## config.mk

```make
export PLATFORM = sky130hd
export DESIGN_NAME = etc1_block_decoder
export DESIGN_NICKNAME = d
export VERILOG_FILES = /design/src/rtl/etc1_pkg.sv /design/src/rtl/etc1_block_decoder.sv /design/src/rtl/etc1_front.sv /design/src/rtl/etc1_queue.sv /design/src/rtl/etc1_back.sv
export SDC_FILE = /design/constraint.sdc
export NUM_CORES = 1
export LEC_CHECK = 0
export ABC_CLOCK_PERIOD_IN_PS = 18500
export BUFFER_PORTS_ARGS = -buffer_cell sky130_fd_sc_hd__buf_4
export CORE_MARGIN = 1.5
export CORE_UTILIZATION = 40
export CTS_CLUSTER_SIZE = 40
export DETAILED_ROUTE_END_ITERATION = 7
export GPL_ROUTABILITY_DRIVEN = 0
export PLACE_DENSITY = 0.57
export SLEW_MARGIN = 20
export SYNTH_ARGS = -nofsm -noshare
export SYNTH_HDL_FRONTEND = slang
export SYNTH_SLANG_ARGS = --single-unit
```

## constraint.sdc

```tcl
create_clock -name clk -period 18.5 [get_ports clk]
set_input_delay 1.85 -clock clk [delete_from_list [all_inputs] [get_ports clk]]
set_output_delay 1.85 -clock clk [all_outputs]
set_load 0.1 [all_outputs]
```

## src/rtl/etc1_pkg.sv

```systemverilog
// ----------------------------------------------------------------------------
// etc1_pkg
// Shared types and constants for the ETC1 block decoder: configuration
// register indexes, the decoded block record and the modifier table.
// ----------------------------------------------------------------------------
package etc1_pkg;

	// configuration register indexes
	localparam logic [1:0] REG_IMAGE_WIDTH  = 2'd0;
	localparam logic [1:0] REG_IMAGE_HEIGHT = 2'd1;
	localparam logic [1:0] REG_OUTPUT_MODE  = 2'd2;

	// output packing modes
	localparam logic MODE_RGB888 = 1'b0;
	localparam logic MODE_RGB565 = 1'b1;

	// decoded block, handed from the front end to the back end
	typedef struct packed {
		logic [1:0][2:0][7:0] colour;   // [subblock][channel r,g,b]
		logic [2:0]           tbl_a;
		logic [2:0]           tbl_b;
		logic                 flip;
		logic [31:0]          sel_bits;
		logic [15:0]          keep;     // kept pixels, row-major
		logic [15:0]          org_x;
		logic [15:0]          org_y;
	} etc1_blk_t;

	// modifier table lookup
	function automatic logic signed [8:0] etc1_modifier(input logic [2:0] tbl,
			input logic [1:0] sel);
		logic [7:0] small_m;
		logic [7:0] large_m;
		logic [8:0] mag;
		small_m = 8'd0;
		large_m = 8'd0;
		unique case (tbl)
			3'd0: begin small_m = 8'd2;  large_m = 8'd8;   end
			3'd1: begin small_m = 8'd5;  large_m = 8'd17;  end
			3'd2: begin small_m = 8'd9;  large_m = 8'd29;  end
			3'd3: begin small_m = 8'd13; large_m = 8'd42;  end
			3'd4: begin small_m = 8'd18; large_m = 8'd60;  end
			3'd5: begin small_m = 8'd24; large_m = 8'd80;  end
			3'd6: begin small_m = 8'd33; large_m = 8'd106; end
			default: begin small_m = 8'd47; large_m = 8'd183; end
		endcase
		mag = {1'b0, (sel[0] ? large_m : small_m)};
		return sel[1] ? -$signed(mag) : $signed(mag);
	endfunction

endpackage

```

## src/rtl/etc1_block_decoder.sv

```systemverilog
// ----------------------------------------------------------------------------
// etc1_block_decoder
// ETC1 texture block decoder with raster placement and edge clipping.
// ----------------------------------------------------------------------------
// Each transfer on the input carries one 64-bit ETC1 block; the block yields
// up to 16 pixels, one per output transfer, in row-major order with
// block_last on the final kept pixel. The back end walks all 16 pixel
// positions at one per cycle while the output is not stalled, clipped
// positions included, and the front end keeps accepting blocks into a short
// queue meanwhile, so the back end can load the next block while it walks
// the last position of the current one. Fully clipped blocks never enter the
// queue. Configuration writes take effect at once and are meant to be made
// while the decoder is idle; they leave the block counters alone.
// ----------------------------------------------------------------------------
module etc1_block_decoder #(
	parameter int QUEUE_DEPTH = 2
) (
	input  logic        clk,
	input  logic        arst_n,
	// configuration
	input  logic        cfg_write,
	input  logic [1:0]  cfg_index,
	input  logic [15:0] cfg_data,
	// block input
	input  logic        in_valid,
	output logic        in_stall,
	input  logic [31:0] block_word_high,
	input  logic [31:0] block_word_low,
	// pixel output
	output logic        out_valid,
	input  logic        out_stall,
	output logic [15:0] pixel_x,
	output logic [15:0] pixel_y,
	output logic [23:0] pixel_data,
	output logic        block_last
);
	import etc1_pkg::*;

	logic [15:0] image_width_q;
	logic [15:0] image_height_q;
	logic        output_mode_q;
	logic        push;
	logic        queue_full;
	logic        queue_empty;
	logic        pop;
	etc1_blk_t   push_data;
	etc1_blk_t   queue_data;

	// configuration registers
	always_ff @(posedge clk or negedge arst_n) begin
		if (!arst_n) begin
			image_width_q  <= 16'd4;
			image_height_q <= 16'd4;
			output_mode_q  <= MODE_RGB888;
		end else if (cfg_write) begin
			unique case (cfg_index)
				REG_IMAGE_WIDTH:  image_width_q  <= cfg_data;
				REG_IMAGE_HEIGHT: image_height_q <= cfg_data;
				REG_OUTPUT_MODE:  output_mode_q  <= cfg_data[0];
				default: ;
			endcase
		end
	end

	etc1_front u_front (
		.clk             (clk),
		.arst_n          (arst_n),
		.in_valid        (in_valid),
		.in_stall        (in_stall),
		.block_word_high (block_word_high),
		.block_word_low  (block_word_low),
		.image_width     (image_width_q),
		.image_height    (image_height_q),
		.queue_full      (queue_full),
		.push            (push),
		.push_data       (push_data)
	);

	etc1_queue #(
		.QUEUE_DEPTH (QUEUE_DEPTH)
	) u_queue (
		.clk       (clk),
		.arst_n    (arst_n),
		.push      (push),
		.push_data (push_data),
		.full      (queue_full),
		.pop       (pop),
		.empty     (queue_empty),
		.pop_data  (queue_data)
	);

	etc1_back u_back (
		.clk         (clk),
		.arst_n      (arst_n),
		.output_mode (output_mode_q),
		.queue_empty (queue_empty),
		.queue_data  (queue_data),
		.pop         (pop),
		.out_valid   (out_valid),
		.out_stall   (out_stall),
		.pixel_x     (pixel_x),
		.pixel_y     (pixel_y),
		.pixel_data  (pixel_data),
		.block_last  (block_last)
	);

endmodule

```

## src/rtl/etc1_front.sv

```systemverilog
// ----------------------------------------------------------------------------
// etc1_front
// Accepts blocks, expands the base colours, works out the kept-pixel mask
// from the block position and image size, and steps the block counters.
// ----------------------------------------------------------------------------
module etc1_front (
	input  logic                clk,
	input  logic                arst_n,
	input  logic                in_valid,
	output logic                in_stall,
	input  logic [31:0]         block_word_high,
	input  logic [31:0]         block_word_low,
	input  logic [15:0]         image_width,
	input  logic [15:0]         image_height,
	input  logic                queue_full,
	output logic                push,
	output etc1_pkg::etc1_blk_t push_data
);
	import etc1_pkg::*;

	logic [13:0] col_q;
	logic [13:0] row_q;
	logic        accept;
	logic        diff;
	logic [15:0] org_x;
	logic [15:0] org_y;
	logic [15:0] keep;
	logic [3:0]  x_ok;
	logic [3:0]  y_ok;
	logic [14:0] blocks_w;
	logic [14:0] blocks_h;
	logic [13:0] col_inc;
	logic [13:0] row_inc;
	logic [1:0][2:0][7:0] colour;

	assign in_stall = queue_full;
	assign accept   = in_valid & ~queue_full;
	assign diff     = block_word_high[1];

	// base colour expansion, individual or differential
	always_comb begin
		for (int c = 0; c < 3; c++) begin
			logic [4:0] base5;
			logic [2:0] dlt;
			logic [4:0] sum5;
			logic [3:0] ca;
			logic [3:0] cb;
			base5 = block_word_high[27 - 8 * c +: 5];
			dlt   = block_word_high[24 - 8 * c +: 3];
			sum5  = base5 + {{2{dlt[2]}}, dlt};
			ca    = block_word_high[28 - 8 * c +: 4];
			cb    = block_word_high[24 - 8 * c +: 4];
			if (diff) begin
				colour[0][c] = {base5, base5[4:2]};
				colour[1][c] = {sum5, sum5[4:2]};
			end else begin
				colour[0][c] = {ca, ca};
				colour[1][c] = {cb, cb};
			end
		end
	end

	// clip mask against the image size
	assign org_x = {col_q, 2'b00};
	assign org_y = {row_q, 2'b00};
	always_comb begin
		for (int i = 0; i < 4; i++) begin
			x_ok[i] = ({1'b0, org_x} + 17'(i)) < {1'b0, image_width};
			y_ok[i] = ({1'b0, org_y} + 17'(i)) < {1'b0, image_height};
		end
		for (int py = 0; py < 4; py++) begin
			for (int px = 0; px < 4; px++) begin
				keep[py * 4 + px] = x_ok[px] & y_ok[py];
			end
		end
	end

	assign push = accept & (|keep);
	always_comb begin
		push_data.colour   = colour;
		push_data.tbl_a    = block_word_high[7:5];
		push_data.tbl_b    = block_word_high[4:2];
		push_data.flip     = block_word_high[0];
		push_data.sel_bits = block_word_low;
		push_data.keep     = keep;
		push_data.org_x    = org_x;
		push_data.org_y    = org_y;
	end

	// block counters, a zero dimension counts as one block
	assign blocks_w = (image_width  == 16'd0) ? 15'd1 : 15'(({1'b0, image_width}  + 17'd3) >> 2);
	assign blocks_h = (image_height == 16'd0) ? 15'd1 : 15'(({1'b0, image_height} + 17'd3) >> 2);
	assign col_inc  = col_q + 14'd1;
	assign row_inc  = row_q + 14'd1;

	always_ff @(posedge clk or negedge arst_n) begin
		if (!arst_n) begin
			col_q <= '0;
			row_q <= '0;
		end else if (accept) begin
			if ({1'b0, col_inc} >= blocks_w) begin
				col_q <= '0;
				row_q <= ({1'b0, row_inc} >= blocks_h) ? 14'd0 : row_inc;
			end else begin
				col_q <= col_inc;
			end
		end
	end

endmodule

```

## src/rtl/etc1_queue.sv

```systemverilog
// ----------------------------------------------------------------------------
// etc1_queue
// Short first-in first-out queue of decoded blocks between front and back.
// ----------------------------------------------------------------------------
module etc1_queue #(
	parameter int QUEUE_DEPTH = 2
) (
	input  logic                clk,
	input  logic                arst_n,
	input  logic                push,
	input  etc1_pkg::etc1_blk_t push_data,
	output logic                full,
	input  logic                pop,
	output logic                empty,
	output etc1_pkg::etc1_blk_t pop_data
);
	import etc1_pkg::*;

	localparam int PTR_W = (QUEUE_DEPTH > 1) ? $clog2(QUEUE_DEPTH) : 1;
	localparam int CNT_W = $clog2(QUEUE_DEPTH + 1);

	etc1_blk_t        mem_q [QUEUE_DEPTH];
	logic [PTR_W-1:0] wr_q;
	logic [PTR_W-1:0] rd_q;
	logic [CNT_W-1:0] cnt_q;
	logic             do_push;
	logic             do_pop;

	assign full     = (cnt_q == CNT_W'(QUEUE_DEPTH));
	assign empty    = (cnt_q == '0);
	assign do_push  = push & ~full;
	assign do_pop   = pop & ~empty;
	assign pop_data = mem_q[rd_q];

	// storage
	always_ff @(posedge clk) begin
		if (do_push) begin
			mem_q[wr_q] <= push_data;
		end
	end

	// pointers and fill count
	always_ff @(posedge clk or negedge arst_n) begin
		if (!arst_n) begin
			wr_q  <= '0;
			rd_q  <= '0;
			cnt_q <= '0;
		end else begin
			if (do_push) begin
				wr_q <= (wr_q == PTR_W'(QUEUE_DEPTH - 1)) ? '0 : wr_q + 1'b1;
			end
			if (do_pop) begin
				rd_q <= (rd_q == PTR_W'(QUEUE_DEPTH - 1)) ? '0 : rd_q + 1'b1;
			end
			if (do_push && !do_pop) begin
				cnt_q <= cnt_q + 1'b1;
			end else if (do_pop && !do_push) begin
				cnt_q <= cnt_q - 1'b1;
			end
		end
	end

endmodule

```

## src/rtl/etc1_back.sv

```systemverilog
// ----------------------------------------------------------------------------
// etc1_back
// Walks the 16 pixels of a decoded block one per cycle unless stalled, applies
// the modifier with clamping, packs the colour and drives the output register.
// ----------------------------------------------------------------------------
module etc1_back (
	input  logic                clk,
	input  logic                arst_n,
	input  logic                output_mode,
	input  logic                queue_empty,
	input  etc1_pkg::etc1_blk_t queue_data,
	output logic                pop,
	output logic                out_valid,
	input  logic                out_stall,
	output logic [15:0]         pixel_x,
	output logic [15:0]         pixel_y,
	output logic [23:0]         pixel_data,
	output logic                block_last
);
	import etc1_pkg::*;

	etc1_blk_t   cur_q;
	logic        busy_q;
	logic [3:0]  idx_q;
	logic        out_valid_q;
	logic [15:0] pixel_x_q;
	logic [15:0] pixel_y_q;
	logic [23:0] pixel_data_q;
	logic        block_last_q;

	logic        out_free;
	logic        advance;
	logic        load;
	logic [1:0]  px;
	logic [1:0]  py;
	logic [3:0]  k;
	logic [1:0]  sel;
	logic        sub;
	logic signed [8:0] dmod;
	logic [2:0][7:0]   rgb;
	logic [15:0] above;
	logic        last;
	logic [23:0] packed_pix;

	function automatic logic [7:0] clamp8(input logic [7:0] c, input logic signed [8:0] d);
		logic signed [9:0] s;
		s = $signed({2'b00, c}) + 10'(d);
		if (s < 0) begin
			return 8'd0;
		end else if (s > 10'sd255) begin
			return 8'd255;
		end
		return s[7:0];
	endfunction

	assign out_free = ~out_valid_q | ~out_stall;
	assign advance  = busy_q & out_free;
	assign load     = (~busy_q | (advance & (idx_q == 4'd15))) & ~queue_empty;
	assign pop      = load;

	// per-pixel colour
	assign px   = idx_q[1:0];
	assign py   = idx_q[3:2];
	assign k    = {px, py};
	assign sel  = {cur_q.sel_bits[16 + k], cur_q.sel_bits[k]};
	assign sub  = cur_q.flip ? py[1] : px[1];
	assign dmod = etc1_modifier(sub ? cur_q.tbl_b : cur_q.tbl_a, sel);

	always_comb begin
		for (int c = 0; c < 3; c++) begin
			rgb[c] = clamp8(cur_q.colour[sub][c], dmod);
		end
		for (int i = 0; i < 16; i++) begin
			above[i] = cur_q.keep[i] & (4'(i) > idx_q);
		end
	end

	assign last = ~(|above);

	always_comb begin
		unique case (output_mode)
			MODE_RGB565: packed_pix = {8'd0, rgb[0][7:3], rgb[1][7:2], rgb[2][7:3]};
			default:     packed_pix = {rgb[0], rgb[1], rgb[2]};
		endcase
	end

	// current block and pixel index
	always_ff @(posedge clk or negedge arst_n) begin
		if (!arst_n) begin
			busy_q <= 1'b0;
			idx_q  <= '0;
		end else if (load) begin
			busy_q <= 1'b1;
			idx_q  <= '0;
		end else if (advance) begin
			if (idx_q == 4'd15) begin
				busy_q <= 1'b0;
			end
			idx_q <= idx_q + 4'd1;
		end
	end

	always_ff @(posedge clk) begin
		if (load) begin
			cur_q <= queue_data;
		end
	end

	// output register
	always_ff @(posedge clk or negedge arst_n) begin
		if (!arst_n) begin
			out_valid_q <= 1'b0;
		end else if (out_free) begin
			out_valid_q <= advance & cur_q.keep[idx_q];
		end
	end

	always_ff @(posedge clk) begin
		if (advance && cur_q.keep[idx_q]) begin
			pixel_x_q    <= cur_q.org_x + 16'(px);
			pixel_y_q    <= cur_q.org_y + 16'(py);
			pixel_data_q <= packed_pix;
			block_last_q <= last;
		end
	end

	assign out_valid  = out_valid_q;
	assign pixel_x    = pixel_x_q;
	assign pixel_y    = pixel_y_q;
	assign pixel_data = pixel_data_q;
	assign block_last = block_last_q;

endmodule

```

==> flow_metrics.tcl <==
set metrics [dict create \
    cts_post_setup_buffers_inserted 0 \
    netlist_area_mm2 0.0240 \
    synth-edff-count 450 \
    fmax_ghz 0.162 \
    rsz_0062_raised_after_global_routing "no" \
    tritoncts_num_sinks 521 \
    post-synth-top-area-fraction 0.564 \
    drt_pass1_iterations 7 \
    ant_nets 0 \
    period_needed_ns 6.17 \
    ctsResizeCount 0 \
    postPlaceCellArea_mm2 0.0260 \
    finalInstanceArea_mm2 0.0277 \
    failed_checks "design-rule violations" \
    floorplan.die.height_um 248 \
    setup_total_negative_slack_ns 0 \
    post_synth_main_area_contributors "sky130_fd_sc_hd__edfxtp_1 (56%), sky130_fd_sc_hd__mux2_2 (9.0%), sky130_fd_sc_hd__dfrtp_1 (7.2%)" \
    area_growth_pct 15.7 \
    share_of_synthesized_flip_flops_with_an_asynchronous_set_or_reset 0.136 \
    placementRows 89 \
    worst_setup_hold_path_clk_slew_ns 0.06 \
    total_leakage_power_nw 10.5 \
    critPathKind "reg2reg" \
    maxSlewViolCount 0 \
    postSynthAreaPerCell_um2 14.4 \
    period_share 0.334 \
    critical_path.startpoint_type "flop" \
    power.density_cell_area_mw_per_mm2 196 \
    dp.final_hpwl_um 34200 \
    routedWlPerCell_um 18.9 \
    cp.buffers_inverters 3 \
    starting_drc_count_in_detailed_routing 839 \
    root_buffer "sky130_fd_sc_hd__clkbuf_16" \
    ys_seq_elements 521 \
    max_fanout_on_critical_path 32 \
    timing_worst_slew_pin_value_ns 1.06 \
    yosys.cell_types.count 72 \
    critical-path-top-delay-family "compound AO/OA/AOI/OAI gates" \
    detailroute.via_count 13600 \
    pin_count 146 \
    vias_in_the_first_global_route 14100 \
    irDropWorstVdd_mv 0.101 \
    nNetsFinal 2022 \
    post_synth_inst_count 1664 \
    synth_largest_area_cell "sky130_fd_sc_hd__edfxtp_1" \
    start_util 0.406 \
    max_stage_delay_ns 0.76 \
    post_layout_nonfiller_instances 2647 \
    total_power_mw 5.43 \
    tritoncts "done" \
    die_x_um 248 \
    clock_tree.htree_level_count 2 \
    syn-num-nets 1858 \
    cts_buffers 56 \
    worstPathRequired_ns 18.86 \
    crit_top_cell "sky130_fd_sc_hd__mux2i_1" \
    drt_drc_violations_left 9 \
    top_cells_by_instance_count_after_synthesis "sky130_fd_sc_hd__edfxtp_1 (450), sky130_fd_sc_hd__mux2_2 (191), sky130_fd_sc_hd__nand2_1 (106), sky130_fd_sc_hd__ha_1 (101), sky130_fd_sc_hd__inv_1 (74)" \
    crit_path_end_kind "flop" \
    worst_path_max_delay_cell "sky130_fd_sc_hd__mux2i_1" \
    grt_antenna_before_repair 2 \
    cp_data_arrival_time_ns 6.53 \
    final-hold-violation-count 0 \
    max_cap_violations 0 \
    synth_flop_cell "sky130_fd_sc_hd__edfxtp_1" \
    timing.critical_path.cells "mux2i_4, buf_4, mux2i_1, a21oi_1, o21ai_0, o21ai_0, inv_1, ha_1, inv_1, o311ai_4, mux2i_1, ha_1, and2_1, a311o_1, a31o_2, mux2i_1, nor2_1, a211o_1" \
    totalWireLength_um 50000 \
    place_inst 2543 \
    port-buffer-count 145 \
    core_area_mm2 0.0591 \
    holdBufCountCts 0 \
    outcome "finished with violations" \
    post_drt_via_cell_ratio 5.15 \
    cts.path.max_buffers 3 \
    grt_max_degree 80 \
    min-delay-path-class "reg2reg" \
    globalRouteTotalUtil 0.165 \
    skew_final_ns 0.0214 \
    design.die.area_mm2 0.0614 \
    clock_latency_ns 0.61 \
    slew-limit-headroom 0.296 \
    synthesis.yosys.warnings 0 \
    grt_residual_overflow 0 \
    setup-violations-final 0 \
    layout-drive-gt1-share 0.245 \
    yosysMostFrequentCell "sky130_fd_sc_hd__edfxtp_1" \
    synth-seq-area-share 0.638 \
    grt_first_pass_wirelength_um 78500 \
]
worst register-to-register path, delay by kind of cell (launching register included):
kind / cells / cell delay [ns]
buffers and inverters: 3 / 0.61
adders and majority gates: 2 / 0.58
and+or+nand+nor: 2 / 0.34
muxes: 4 / 1.65
DFF: 1 / 0.65
AOI/OAI and AO/OA: 7 / 2.11
logic make-up (layout without fill, tap and decap cells):
group	count (synthesis)	in the layout	synth area share
flip-flops	521	521	0.638
AND/OR/NAND/NOR	324	324	0.0644
AO/OA/AOI/OAI	276	276	0.0762
multiplexers	218	218	0.109
buffers and inverters	126	335	0.0207
adder cells (fa/ha/maj)	107	107	0.0577
XOR/XNOR	92	92	0.0344
other	0	1	0
final timing paths:
| check | slack (ns) | to | from | depth (start not counted) |
|---|---|---|---|---|
| min in group asynchronous | 1.40 | u_front.col_q[10] | arst_n | 1 |
| hold reg to reg | 0.41 | u_back.pixel_y[9] | u_back.cur_q[9] | 0 |
| setup reg to reg | 12.33 | u_back.pixel_data[14] | u_back.idx_q[1] | 18 |
| max in group asynchronous | 16.35 | u_queue.rd_q | arst_n | 1 |
| hold / removal | 0.41 | u_back.pixel_y[9] | u_back.cur_q[9] | 0 |
| setup / recovery | 12.33 | u_back.pixel_data[14] | u_back.idx_q[1] | 18 |
cell usage in the layout, fill, tap and decap left out, types with 9 or more instances in the layout:
master,Yosys,routed
sky130_fd_sc_hd__edfxtp_1,450,450
sky130_fd_sc_hd__mux2_2,191,191
sky130_fd_sc_hd__buf_4,0,155
sky130_fd_sc_hd__nand2_1,106,106
sky130_fd_sc_hd__ha_1,101,101
sky130_fd_sc_hd__inv_1,74,73
sky130_fd_sc_hd__a21oi_1,72,72
sky130_fd_sc_hd__nor2_1,71,71
sky130_fd_sc_hd__o21ai_0,69,68
sky130_fd_sc_hd__dfrtp_1,69,68
sky130_fd_sc_hd__xnor2_1,62,62
sky130_fd_sc_hd__clkbuf_16,0,56
sky130_fd_sc_hd__nand3_1,30,30
sky130_fd_sc_hd__xor2_1,29,29
sky130_fd_sc_hd__a21o_1,21,21
sky130_fd_sc_hd__nor3_1,20,20
sky130_fd_sc_hd__nand4_1,18,18
sky130_fd_sc_hd__and2_1,18,17
sky130_fd_sc_hd__clkbuf_1,44,17
sky130_fd_sc_hd__o21a_1,12,12
sky130_fd_sc_hd__mux2i_1,13,12
sky130_fd_sc_hd__and3_1,13,12
sky130_fd_sc_hd__nor2b_1,13,12
sky130_fd_sc_hd__a41o_1,12,12
sky130_fd_sc_hd__clkinv_1,1,11
sky130_fd_sc_hd__o21bai_1,11,11
sky130_fd_sc_hd__mux4_2,10,10
sky130_fd_sc_hd__nand2b_1,10,10
sky130_fd_sc_hd__a211oi_1,10,10
sky130_fd_sc_hd__o31ai_1,9,9
report_power, final:
| group | switching (mW) | total (mW) | leakage [nW] | internal [mW] |
|---|---|---|---|---|
| Sequential | 0.133 | 1.83 | 4.97 | 1.70 |
| Combinational | 1.65 | 2.52 | 4.67 | 0.870 |
| Clock | 0.453 | 1.07 | 0.844 | 0.620 |
| Total | 2.24 | 5.43 | 10.5 | 3.19 |
stage by stage:
| step | setup slack, ns | utilization | hold WS, ns |
|---|---|---|---|
| after floorplan | 9.70 | - | 0.400 |
| after global placement | 12.49 | 0.439 | 0.402 |
| after detailed placement | 12.36 | 0.439 | 0.405 |
| after CTS | 12.31 | 0.469 | 0.416 |
| after global routing | 11.78 | 0.469 | 0.416 |
| final | 12.33 | 0.469 | 0.413 |
area by class of cell:
| cell class | count | area, µm² |
|---|---|---|
| Inverter | 75 | 287 |
| Fill cell | 5177 | 31400 |
| Timing Repair Buffer | 157 | 1190 |
| Tap cell | 773 | 967 |
| Antenna cell | 1 | 2.50 |
| Sequential cell | 521 | 15300 |
| Clock inverter | 29 | 284 |
| Clock buffer | 74 | 1480 |
| Multi-Input combinational cell | 1017 | 8220 |
registers in the layout, indices dropped and copies added, names as in the netlist, 14 cells and up:
name	count
u_queue.mem_q	262
u_back.cur_q	131
u_back.pixel_data	24
image_height_q	16
image_width_q	16
u_back.pixel_x	16
u_back.pixel_y	16
u_front.col_q	14
u_front.row_q	14
per-layer routing:
| layer | global-route usage | wire length (µm) |
|---|---|---|
| met1 | 0.223 | 22500 |
| met2 | 0.276 | 24600 |
| met3 | 0.0277 | 1900 |
| met4 | 0.0449 | 997 |
| met5 | 0 | 0 |
Power figures use the tool's default switching activity.
